File: src/pdep_pkg.sv
`timescale 1ns / 1ps
// ============================================================================
// pdep_pkg
// Shared constants and types for the directory entry parser.
// ============================================================================
package pdep_pkg;

    // Largest block, in bytes, and the widths that follow from it
    localparam int BLOCK_BYTES    = 256;
    localparam int RC_W           = 9;
    localparam int POS_W          = $clog2(BLOCK_BYTES + 1);
    localparam int LEN_W          = 16;

    // Entry layout
    localparam int HEAD_BYTES     = 12;
    localparam int SENTINEL_BYTES = 8;
    localparam int OFS_W          = 7;
    localparam int DRAIN_W        = $clog2(HEAD_BYTES);
    localparam logic [4:0] SIZE_MASK     = 5'h1F;
    localparam logic [7:0] SENTINEL_BYTE = 8'hFF;
    localparam int START_RESET    = 2;

    // One result of the parser
    typedef struct packed {
        logic [7:0] entry_byte;
        logic       first_of_entry;
        logic       last_of_entry;
        logic       directory_end;
        logic       run_last;
    } t_result;

endpackage

File: src/pds_directory_entry_parser_unit.sv
`timescale 1ns / 1ps
// ============================================================================
// pds_directory_entry_parser_unit
// Parses raw directory blocks into entry bytes with first and last marks.
// ============================================================================
// Each accepted byte is parsed against the block state in a single pass,
// and a byte that yields a result lands in the output register, so bytes
// stream at one per cycle while the receiver is ready. When the twelfth head
// byte of an accepted entry arrives, the first head byte goes to the output
// register and the rest follow one per cycle from a drain register while
// the receiver is ready; input is held off until the drain is empty. After
// the directory ends (sentinel entry or short read) input is taken but ignored.
module pds_directory_entry_parser_unit (
    input  logic       i_clk,
    input  logic       i_rst_n,
    // input requests
    input  logic       i_in_valid,
    output logic       o_in_ready,
    input  logic [7:0] i_data_byte,
    input  logic [8:0] i_read_count,
    // results
    output logic       o_out_valid,
    input  logic       i_out_ready,
    output logic [7:0] o_entry_byte,
    output logic       o_first_of_entry,
    output logic       o_last_of_entry,
    output logic       o_directory_end,
    output logic       o_run_last
);

    localparam int POS_W = pdep_pkg::POS_W;
    localparam int LEN_W = pdep_pkg::LEN_W;
    localparam int OFS_W = pdep_pkg::OFS_W;
    localparam int HB    = pdep_pkg::HEAD_BYTES;
    localparam int DW    = pdep_pkg::DRAIN_W;

    // Block state
    logic [POS_W-1:0] r_pos,   n_pos;
    logic [LEN_W-1:0] r_len,   n_len;
    logic [OFS_W-1:0] r_ofs,   n_ofs;
    logic [OFS_W-1:0] r_size,  n_size;
    logic [POS_W-1:0] r_start, n_start;
    logic             r_skip,  n_skip;
    logic             r_done,  n_done;

    // Head bytes 0..10, oldest at index 0
    logic [7:0] r_head [HB-1];
    logic [7:0] n_head [HB-1];
    logic       head_shift;

    // Drain of head bytes 1..11
    logic [7:0]   r_drain [HB-1];
    logic [7:0]   n_drain [HB-1];
    logic [DW-1:0] r_drain_cnt, n_drain_cnt;
    logic         r_drain_last, n_drain_last;

    // Output register
    logic               r_out_valid, n_out_valid;
    pdep_pkg::t_result  r_out, n_out;

    logic in_fire;
    logic out_fire;
    logic out_free;

    // Parse results for the current request
    logic [POS_W-1:0] rc_cap;
    logic [POS_W-1:0] cur_len;
    logic [OFS_W-1:0] size_calc;
    logic [OFS_W-1:0] ofs_inc;
    logic             sentinel;
    logic             emit;
    logic             emit_head;
    pdep_pkg::t_result res;

    assign out_fire   = r_out_valid && i_out_ready;
    assign out_free   = !r_out_valid || i_out_ready;
    assign o_in_ready = (r_drain_cnt == '0) && out_free;
    assign in_fire    = i_in_valid && o_in_ready;

    // Cap the read count and the block length
    always_comb begin
        if (i_read_count > pdep_pkg::RC_W'(pdep_pkg::BLOCK_BYTES)) begin
            rc_cap = POS_W'(pdep_pkg::BLOCK_BYTES);
        end else begin
            rc_cap = POS_W'(i_read_count);
        end
        if (r_len < LEN_W'(rc_cap)) begin
            cur_len = r_len[POS_W-1:0];
        end else begin
            cur_len = rc_cap;
        end
    end

    // Sentinel check on buffered head and entry size from head byte 11
    always_comb begin
        sentinel = 1'b1;
        for (int k = 0; k < pdep_pkg::SENTINEL_BYTES; k++) begin
            if (r_head[k] != pdep_pkg::SENTINEL_BYTE) begin
                sentinel = 1'b0;
            end
        end
        size_calc = OFS_W'(HB) + {1'b0, i_data_byte[4:0] & pdep_pkg::SIZE_MASK, 1'b0};
        ofs_inc   = r_ofs + OFS_W'(1);
    end

    // Parse one request against the block state
    always_comb begin
        n_pos      = r_pos;
        n_len      = r_len;
        n_ofs      = r_ofs;
        n_size     = r_size;
        n_start    = r_start;
        n_skip     = r_skip;
        n_done     = r_done;
        head_shift = 1'b0;
        emit       = 1'b0;
        emit_head  = 1'b0;
        res        = '0;

        if (in_fire && !r_done) begin
            if (rc_cap < POS_W'(2)) begin
                // short read ends the directory
                n_done            = 1'b1;
                emit              = 1'b1;
                res.directory_end = 1'b1;
                res.run_last      = 1'b1;
            end else begin
                if (r_pos == '0) begin
                    n_len = {i_data_byte, 8'h00};
                end else if (r_pos == POS_W'(1)) begin
                    n_len = {r_len[LEN_W-1:8], i_data_byte};
                end else if (!r_skip) begin
                    if (r_ofs == '0) begin
                        if (r_pos == r_start) begin
                            if (({1'b0, r_pos} + (POS_W+1)'(HB)) > {1'b0, cur_len}) begin
                                n_skip = 1'b1;
                            end else begin
                                head_shift = 1'b1;
                                n_ofs      = OFS_W'(1);
                            end
                        end
                    end else if (r_ofs < OFS_W'(HB)) begin
                        n_ofs = ofs_inc;
                        if (r_ofs != OFS_W'(HB - 1)) begin
                            head_shift = 1'b1;
                        end else if (sentinel) begin
                            // end-of-directory entry
                            n_done            = 1'b1;
                            emit              = 1'b1;
                            res.directory_end = 1'b1;
                            res.run_last      = 1'b1;
                        end else begin
                            n_size = size_calc;
                            if (({1'b0, r_start} + (POS_W+1)'(size_calc))
                                    > {1'b0, cur_len}) begin
                                // entry overruns the block: drop the rest
                                n_skip = 1'b1;
                                n_ofs  = '0;
                            end else begin
                                emit               = 1'b1;
                                emit_head          = 1'b1;
                                res.entry_byte     = r_head[0];
                                res.first_of_entry = 1'b1;
                                if (size_calc == OFS_W'(HB)) begin
                                    n_ofs   = '0;
                                    n_start = r_start + POS_W'(HB);
                                end
                            end
                        end
                    end else begin
                        // user data bytes
                        n_ofs          = ofs_inc;
                        emit           = 1'b1;
                        res.entry_byte = i_data_byte;
                        res.run_last   = 1'b1;
                        if (ofs_inc >= r_size) begin
                            res.last_of_entry = 1'b1;
                            n_ofs             = '0;
                            n_start           = r_start + POS_W'(r_size);
                        end
                    end
                end

                // advance or close the block
                if (!n_done) begin
                    if (({1'b0, r_pos} + (POS_W+1)'(1)) >= {1'b0, rc_cap}) begin
                        n_pos   = '0;
                        n_len   = '0;
                        n_ofs   = '0;
                        n_size  = '0;
                        n_start = POS_W'(pdep_pkg::START_RESET);
                        n_skip  = 1'b0;
                    end else begin
                        n_pos = r_pos + POS_W'(1);
                    end
                end
            end
        end
    end

    // Head shift line and drain register
    always_comb begin
        for (int k = 0; k < HB - 1; k++) begin
            n_head[k]  = r_head[k];
            n_drain[k] = r_drain[k];
        end
        n_drain_cnt  = r_drain_cnt;
        n_drain_last = r_drain_last;

        if (head_shift) begin
            for (int k = 0; k < HB - 2; k++) begin
                n_head[k] = r_head[k + 1];
            end
            n_head[HB-2] = i_data_byte;
        end

        if (emit_head) begin
            for (int k = 0; k < HB - 2; k++) begin
                n_drain[k] = r_head[k + 1];
            end
            n_drain[HB-2] = i_data_byte;
            n_drain_cnt   = DW'(HB - 1);
            n_drain_last  = (size_calc == OFS_W'(HB));
        end else if (r_drain_cnt != '0 && out_free) begin
            for (int k = 0; k < HB - 2; k++) begin
                n_drain[k] = r_drain[k + 1];
            end
            n_drain_cnt = r_drain_cnt - DW'(1);
        end
    end

    // Output register: drain first, then new results
    always_comb begin
        n_out_valid = r_out_valid;
        n_out       = r_out;
        if (r_drain_cnt != '0 && out_free) begin
            n_out_valid              = 1'b1;
            n_out.entry_byte         = r_drain[0];
            n_out.first_of_entry     = 1'b0;
            n_out.last_of_entry      = (r_drain_cnt == DW'(1)) && r_drain_last;
            n_out.directory_end      = 1'b0;
            n_out.run_last           = (r_drain_cnt == DW'(1));
        end else if (in_fire && emit) begin
            n_out_valid = 1'b1;
            n_out       = res;
        end else if (out_fire) begin
            n_out_valid = 1'b0;
        end
    end

    // Control state
    always_ff @(posedge i_clk) begin
        if (!i_rst_n) begin
            r_pos       <= '0;
            r_len       <= '0;
            r_ofs       <= '0;
            r_size      <= '0;
            r_start     <= POS_W'(pdep_pkg::START_RESET);
            r_skip      <= 1'b0;
            r_done      <= 1'b0;
            r_drain_cnt <= '0;
            r_out_valid <= 1'b0;
        end else begin
            r_pos       <= n_pos;
            r_len       <= n_len;
            r_ofs       <= n_ofs;
            r_size      <= n_size;
            r_start     <= n_start;
            r_skip      <= n_skip;
            r_done      <= n_done;
            r_drain_cnt <= n_drain_cnt;
            r_out_valid <= n_out_valid;
        end
    end

    // Payload registers
    always_ff @(posedge i_clk) begin
        for (int k = 0; k < HB - 1; k++) begin
            r_head[k]  <= n_head[k];
            r_drain[k] <= n_drain[k];
        end
        r_drain_last <= n_drain_last;
        r_out        <= n_out;
    end

    assign o_out_valid      = r_out_valid;
    assign o_entry_byte     = r_out.entry_byte;
    assign o_first_of_entry = r_out.first_of_entry;
    assign o_last_of_entry  = r_out.last_of_entry;
    assign o_directory_end  = r_out.directory_end;
    assign o_run_last       = r_out.run_last;

endmodule

File: config.mk
export PLATFORM = sky130hd
export DESIGN_NAME = pds_directory_entry_parser_unit
export DESIGN_NICKNAME = d
export VERILOG_FILES = /design/src/pdep_pkg.sv /design/src/pds_directory_entry_parser_unit.sv
export SDC_FILE = /design/constraint.sdc
export NUM_CORES = 1
export LEC_CHECK = 0
export BUFFER_PORTS_ARGS = -buffer_cell sky130_fd_sc_hd__buf_2
export CAP_MARGIN = 20
export CORE_UTILIZATION = 60
export CTS_CLUSTER_DIAMETER = 50
export DETAILED_ROUTE_END_ITERATION = 7
export MAX_ROUTING_LAYER = met4
export PLACE_DENSITY = 0.87
export SYNTH_ARGS = -nofsm -noshare
export SYNTH_HDL_FRONTEND = slang
export SYNTH_SLANG_ARGS = --single-unit
File: constraint.sdc
create_clock -name i_clk -period 18.9 [get_ports i_clk]
set_input_delay 3.78 -clock i_clk [delete_from_list [all_inputs] [get_ports i_clk]]
set_output_delay 3.78 -clock i_clk [all_outputs]
set_load 0.05 [all_outputs]
Word-level counts from Yosys, hierarchy flattened
Memory sizes are Yosys's and may differ from the RTL's.
Cells that the tools add are included.
{ "totals": {"reg_bits": 68, "ramBits": 176, "in_bits": 21, "out_inout_bits": 14, "wordCells": 201, "mem_count": 2} }
{ "op_classes": {"add_sub_neg": 9, "magnitude_cmp": 8, "n_eq_ne": 13, "muxes": 130, "bitwise_logic": 3, "reduce_logical": 20} }
{ "mem_list": {"columns": ["name", "depth", "width", "read_ports", "rd_clocked_by_memory_dff", "write_ports", "line_no", "source"], "rows": [
  ["r_drain", 11, 8, 11, 0, 11, "pds_directory_entry_parser_unit.sv:52", "logic [7:0] r_drain [HB-1];"],
  ["r_head", 11, 8, 11, 0, 11, "pds_directory_entry_parser_unit.sv:47", "logic [7:0] r_head [HB-1];"]
]} }
{ "op_table": {"columns": ["op", "count"], "rows": [
  ["$mux 9", 18],
  ["$mux 7", 23],
  ["$mux 80", 2],
  ["$mux 88", 1],
  ["$mux 12", 7],
  ["$mux 1", 67],
  ["$ne 8x8->1 const B", 8],
  ["$mux 16", 3],
  ["$mux 8", 3],
  ["$gt 10x9->1", 2],
  ["$lt 16x9->1", 1],
  ["$add 9x1->10 const B", 1],
  ["$add 9x4->10 const B", 1],
  ["$add 9x7->10", 1],
  ["$ge 10x9->1", 1],
  ["$mux 10", 1],
  ["$add 9x1->9 const B", 1],
  ["$add 9x4->9 const B", 1],
  ["$add 9x7->9", 1],
  ["$eq 9x1->1 const B", 1],
  ["$eq 9x9->1", 1],
  ["$gt 9x9->1 const B", 1],
  ["$logic_not 9->1", 1],
  ["$lt 9x2->1 const B", 1],
  ["22 further kinds", 35]
]} }

Logic depth before layout (Yosys ltp)
Gate-level depths: netlist (run 1).
{ "logic_depth": {"depth_word": 21, "mapped_depth": 21, "ltp_nobuf": 20} }

Worst setup path before layout (run 1)
OpenSTA, ideal clock, no wires.
{ "synth_path": {"kind": "input to register", "start": "in i_read_count[8]", "end": "mem r_head[0][0], enable pin", "setup_time_ps": 750, "arrival_time_ps": 15108, "required_ps": 18150, "slack_ps": 3042, "stages": 18, "path_buffers": 1, "path_cell_list": "clkinv_1 nand2_1 ha_1 a211oi_1 o31a_1 o21ai_0 nor3_1 clkbuf_1 nor2_1 a21oi_1 ha_1 and4_1 o2111ai_1 o21a_1 a211oi_1 mux2i_1 o31ai_1 nor4_1"} }
{ "synth_lines": {"columns": ["item", "line_no", "source"], "rows": [
  ["from (decl)", "pds_directory_entry_parser_unit.sv:20", "input logic [8:0] i_read_count,"],
  ["to (decl)", "pds_directory_entry_parser_unit.sv:47", null]
]} }

==> impl_metrics.ini, run 1 <==
[worst_setup_path]
crit_slowest_cell = buf_4
crit_top_cell = ha_1
worstPathCellList = buf_2, inv_1, ha_1, inv_1, ha_1, nand3_1, a21boi_0, o21ai_0, nand2b_1, a21o_1, nand2_1, xnor2_1, ha_1, nand2_1, or3_1, o21bai_1, a2111oi_0, a211o_2, and3_4, buf_4, mux2_2
slowest_delay_ns = 0.89
crit_path_end_kind = flop
required_ns = 19.20
r2r_slack_ns = 12.80
cp.arrival_ns = 10.02
worst-path-max-fanout = 57
critPathLaunchType = primary input
path_class = in2reg

[detailed_routing]
ant_nets = 0
dr_total_vias = 8099
wirelength_um = 26720
drc = 0
wl_per_cell_um = 20.63
via_per_inst = 6.254
drt_iter0_markers = 911
drt_pass1_iterations = 6

[logic_synthesis]
yosysTopAreaCell = edfxtp_1
yosysUniqueCellTypes = 69
synth_nets = 1056
synthCells = 967
ys_ff_latch = 244
synth_top_flop_cell = edfxtp_1
synth_area_leaders = edfxtp_1, mux2_4, dfxtp_1
yosysSeqAreaShare = 0.5463
synth_top_cell_area_share = 0.4540
synth.avg_cell_area_sq_um = 12.79
synth_edf_count = 187
ys_async_sr_fraction = 0
synth_warnings = 0
syn_area_sq_um = 12370

[timing]
hold_viol = 0
fin_tns_setup_ns = 0
fmax_ghz = 0.1029
relSlewSlack = 0.3242
worst_slew_pin_slew_ns = 1.014
rsz0062_at_grt = false
setup_viol = 0
post-route-min-period_ns = 9.719
skew_ns = 0.01694
drv_slew = 0
period_share = 0.5142

[floorplan]
start_util = 0.6112
die_y_um = 145.6
dieArea_sq_um = 21190
io_pins = 35
core_sq_um = 20230
die_w_um = 145.6
num_rows = 52

[cts]
cts_tree = yes
cts_buffers = 27
cts-root-buf = clkbuf_16
cts_max_path_buffers = 3
cts_hold_buffers = 0
clk_pin_slew_worst_paths_ns = 0.06
clock-sinks = 244
clkLatencyLatePin_ns = 0.55
cts-resized-gates = 0
cts_setup_buffers = 0
htree_levels = 1

[grt]
grt_max_degree = 81
grt_pass1_wl_um = 41730
grt_pass1_vias = 7914
antenna_found_initial = 2
grtUsageTotal = 0.2593
grt_overflow = 0

[pwr]
leakagePower_nw = 5.061
irDropWorstVdd_mv = 0.1067
pwr_density_cell_nw_per_um2 = 131.2

[layout]
nets = 1093
layout_commonest_cell = edfxtp_1
area_growth_pct = 9.863
num-fill-cells = 1412
postLayoutCoreUtil = 0.6715
drive_above_1_share = 0.1748
final_cell_mix = edfxtp_1, mux2_4, nor2_1, ha_1, dfxtp_1

[placed_design]
place.detailed.hpwl_um = 18280
gp_congestion = 0.9375
portBuffers = 34

[run_status]
status = finished clean

[flow_run]
drv_cap = 0

[hold_path]
hp-class = reg2reg
==> stage by stage <==
step	hold WS [ns]	cells	worst slack (ns)	total power, mW	cell area (sq um)
final	0.4466	1295	9.181	1.782	13590
after global routing	0.4482	1295	8.856	1.856	13590
after CTS	0.4498	1292	9.322	1.783	13550
after detailed placement	0.4363	1243	8.865	1.246	12640
after global placement	0.4269	1242	8.804	1.216	12630
after floorplan	0.4267	967	3.042	1.144	12370
==> Yosys cell counts, types with 4 or more instances <==
cell and count:
mux2_4 79, and3_1 5, a21o_1 9, nor2_1 71, mux2i_1 4, a21oi_1 54, nor3_1 17, buf_2 5
and2_1 6, o21a_1 10, a22oi_1 22, and4_1 4, a22o_1 20, nor3b_1 5, inv_1 38, xnor2_1 22
ha_1 66, nor2b_1 7, xor2_1 15, nor4b_1 4, nand4_1 29, dfxtp_1 57, clkbuf_1 18, o211ai_1 8
nand2_1 52, o31ai_1 4, edfxtp_1 187, o31a_1 5, nand2b_1 6, a211oi_1 10, or3_1 5, nor4_1 14
buf_12 9, o21ai_0 30, nand3_1 18
==> sequential cells by signal, summed over array words and instances (netlist names) <==
signal	flops
o_last_of_entry	1
r_drain_last	1
r_done	1
o_first_of_entry	1
r_ofs	7
r_len	16
o_entry_byte	8
o_directory_end	1
r_head	88
r_size	7
o_out_valid	1
r_pos	9
r_drain_cnt	4
r_skip	1
r_start	9
o_run_last	1
r_drain	88
==> power by group <==
part           leakage (nW)  internal, mW  switching (mW)
logic                  2.40         0.188           0.268
registers              2.22         0.750          0.0404
clock network         0.446         0.324           0.212
total                  5.06          1.26           0.520
==> routing by layer <==
metal / global-route usage / routed length (um) / vias up
li1: - / - / 3762
met1: 0.3374 / 11320 / 3941
met2: 0.4159 / 12850 / 330
met3: 0.04232 / 1861 / 66
met4: 0.08737 / 692 / 0
met5: - / 0 / -
==> cells by family (layout without fill, tap and decap cells) <==
group           Yosys count  after routing  synth area share
compound gates          201            201            0.1130
xor+xnor                 37             37           0.02620
fa+ha+maj                68             68           0.07001
buf+inv                  74            131           0.03601
flops                   244            244            0.5463
mux                      85             85            0.1010
other cells               0              1                 0
simple gates            258            258            0.1075
==> critical path: cells and delay by family <==
kind	cells	cell delay [ns]
AO/OA/AOI/OAI	6	1.72
AND/OR/NAND/NOR	6	1.43
buffers and inverters	4	1.41
adder cells (fa/ha/maj)	3	1.02
multiplexers	1	0.43
XOR/XNOR	1	0.18
==> worst paths after layout <==
check,from,endpoint,cells past startpoint
worst max-delay path,i_data_byte[1],r_drain[0][7],21
worst min-delay path,r_head[8][5],r_head[7][5],0
worst max register to register,r_start[3],r_drain[0][7],17
worst min register to register,r_head[8][5],r_head[7][5],0
==> area by class of cell <==
cell class,count,area (sq um),area share
flip-flops and latches,244,6756,0.4972
clock inverters,15,198.9,0.01464
clock buffers,34,711.9,0.05239
multi-input cells,649,5180,0.3812
repair buffers,42,250.2,0.01842
diodes,1,2.502,0.0001842
inverters,40,150.1,0.01105
well taps,270,337.8,0.02486
(Power assumes the default switching activity.)
==> run 2, diff against run 1 <==
- CORE_UTILIZATION: 60 -> 57
- clock period: 18.9 -> 8.2 ns (I/O delays scaled with it)
==> impl_metrics.ini, run 2 (same netlist as run 1, synthesis figures left out) <==
[timing]
post-route-min-period_ns = 6.641
drv_slew = 0
rsz0062_at_grt = false
setup_viol = 0
fmax_ghz = 0.1506
skew_ns = 0.01267
period_share = 0.8099
worst_slew_pin_slew_ns = 1.021
fin_tns_setup_ns = 0
hold_viol = 0
relSlewSlack = 0.3140

[pwr]
net-switching-power_mw = 1.217
leakagePower_nw = 5.045
p_comb_frac = 0.260
clkPwrFrac = 0.288
netSwitchingFraction = 0.3013
pwr-share-seq = 0.452
p_int_mw = 2.823
pwr_density_cell_nw_per_um2 = 297.0
irDropWorstVdd_mv = 0.2088

[placed_design]
gp_congestion = 0.9751
portBuffers = 34
place.detailed.hpwl_um = 18670
placed_cell_area_sq_um = 12710

[detailed_routing]
drt_iter0_markers = 978
wirelength_um = 27610
drt_pass1_iterations = 5
dr_total_vias = 8229
ant_nets = 0
wl_per_cell_um = 21.22
drc = 0
via_per_inst = 6.325

[layout]
n_antenna_cell = 0
area_growth_pct = 9.975
nets = 1095
layout_commonest_cell = edfxtp_1
num-fill-cells = 1497
final_area_sq_um = 13600
reg_top3 = r_drain (88), r_head (88), r_len (16)
final_cell_mix = edfxtp_1, mux2_4, nor2_1, ha_1, dfxtp_1
drive_above_1_share = 0.1764

[worst_setup_path]
startpoint = i_data_byte[1]
rr_startpoint = r_start[3]
worst-path-max-fanout = 36
critPathLaunchType = primary input
path_class = in2reg
cp.arrival_ns = 6.93
crit_path_end_kind = flop
required_ns = 8.49

[grt]
grt_overflow = 0
grt_pass1_vias = 7880
grtUsageTotal = 0.2597
grt_pass1_wl_um = 42900
antenna_found_initial = 0
grt_max_degree = 89

[cts]
cts-resized-gates = 0
cts_setup_buffers = 0
cts-root-buf = clkbuf_16
clk_pin_slew_worst_paths_ns = 0.06
clkLatencyLatePin_ns = 0.55
cts_max_path_buffers = 3
clock-sinks = 244
cts_hold_buffers = 0
cts_buffers = 26
cts_tree = yes
htree_levels = 1

[floorplan]
start_util = 0.5847
die_y_um = 149.3
num_rows = 53
dieArea_sq_um = 22290
io_pins = 35
core_sq_um = 21150
die_w_um = 149.3

[flow_run]
drv_cap = 0

[run_status]
status = finished clean

[hold_path]
hp-class = reg2reg
hold_start = r_head[9][1]
run 2: critical path, cell delays in order:
cell and delay (ns):
buf_2 0.24, inv_1 0.13, ha_1 0.32, inv_1 0.06, ha_1 0.34, nand3_1 0.10
a21boi_0 0.45, o21ai_0 0.15, nand2b_1 0.13, a21o_1 0.12, nand2_1 0.06, xnor2_1 0.15
ha_1 0.31, nand2_1 0.07, or3_1 0.41, o31a_1 0.26, a211oi_1 0.29, a211o_2 0.29
and3_4 0.72, buf_12 0.32, mux2_4 0.32
run 2: power groups by stage:
stage | logic [mW] | registers, mW | clock network, mW
5_1_grt | 1.14 | 1.85 | 1.22
4_1_cts | 1.05 | 1.83 | 1.17
2_1_floorplan | 0.708 | 1.93 | 0
3_3_place_gp | 0.992 | 1.82 | 0
6_report | 1.05 | 1.83 | 1.16
3_5_place_dp | 1.04 | 1.85 | 0
run 2: cell type report:
cell class	instances	area (sq um)	share of cell area
sequential	244	6756	0.4967
multi-input combinational	649	5189	0.3815
clock buffer	33	676.9	0.04977
tap	275	344.1	0.02530
timing repair buffer	45	310.3	0.02281
clock inverter	15	175.2	0.01288
inverter	40	150.1	0.01104
run 2: stage by stage:
stage | hold slack, ns | cells | setup slack [ns] | power, mW | util
after floorplan | 0.4267 | 967 | 0.2886 | 2.637 | -
final | 0.4433 | 1301 | 1.559 | 4.040 | 0.6430
after CTS | 0.4453 | 1299 | 1.619 | 4.044 | 0.6413
after detailed placement | 0.4340 | 1251 | 1.128 | 2.884 | 0.6011
after global routing | 0.4574 | 1301 | 1.336 | 4.214 | 0.6430
after global placement | 0.4290 | 1251 | 1.305 | 2.813 | 0.6011
run 2: final timing paths:
| path | cells past startpoint | to | slack [ns] |
|---|---|---|---|
| setup / recovery | 21 | r_drain[9][5] | 1.56 |
| hold / removal | 0 | r_head[8][1] | 0.44 |
| hold reg to reg | 0 | r_head[8][1] | 0.44 |
| setup reg to reg | 17 | r_drain[9][5] | 2.91 |
run 2: layer usage:
metal | track usage | part of all wire
met5 | - | 0
met4 | 0.07857 | 0.026
met3 | 0.04067 | 0.095
met2 | 0.4100 | 0.48
met1 | 0.3466 | 0.40
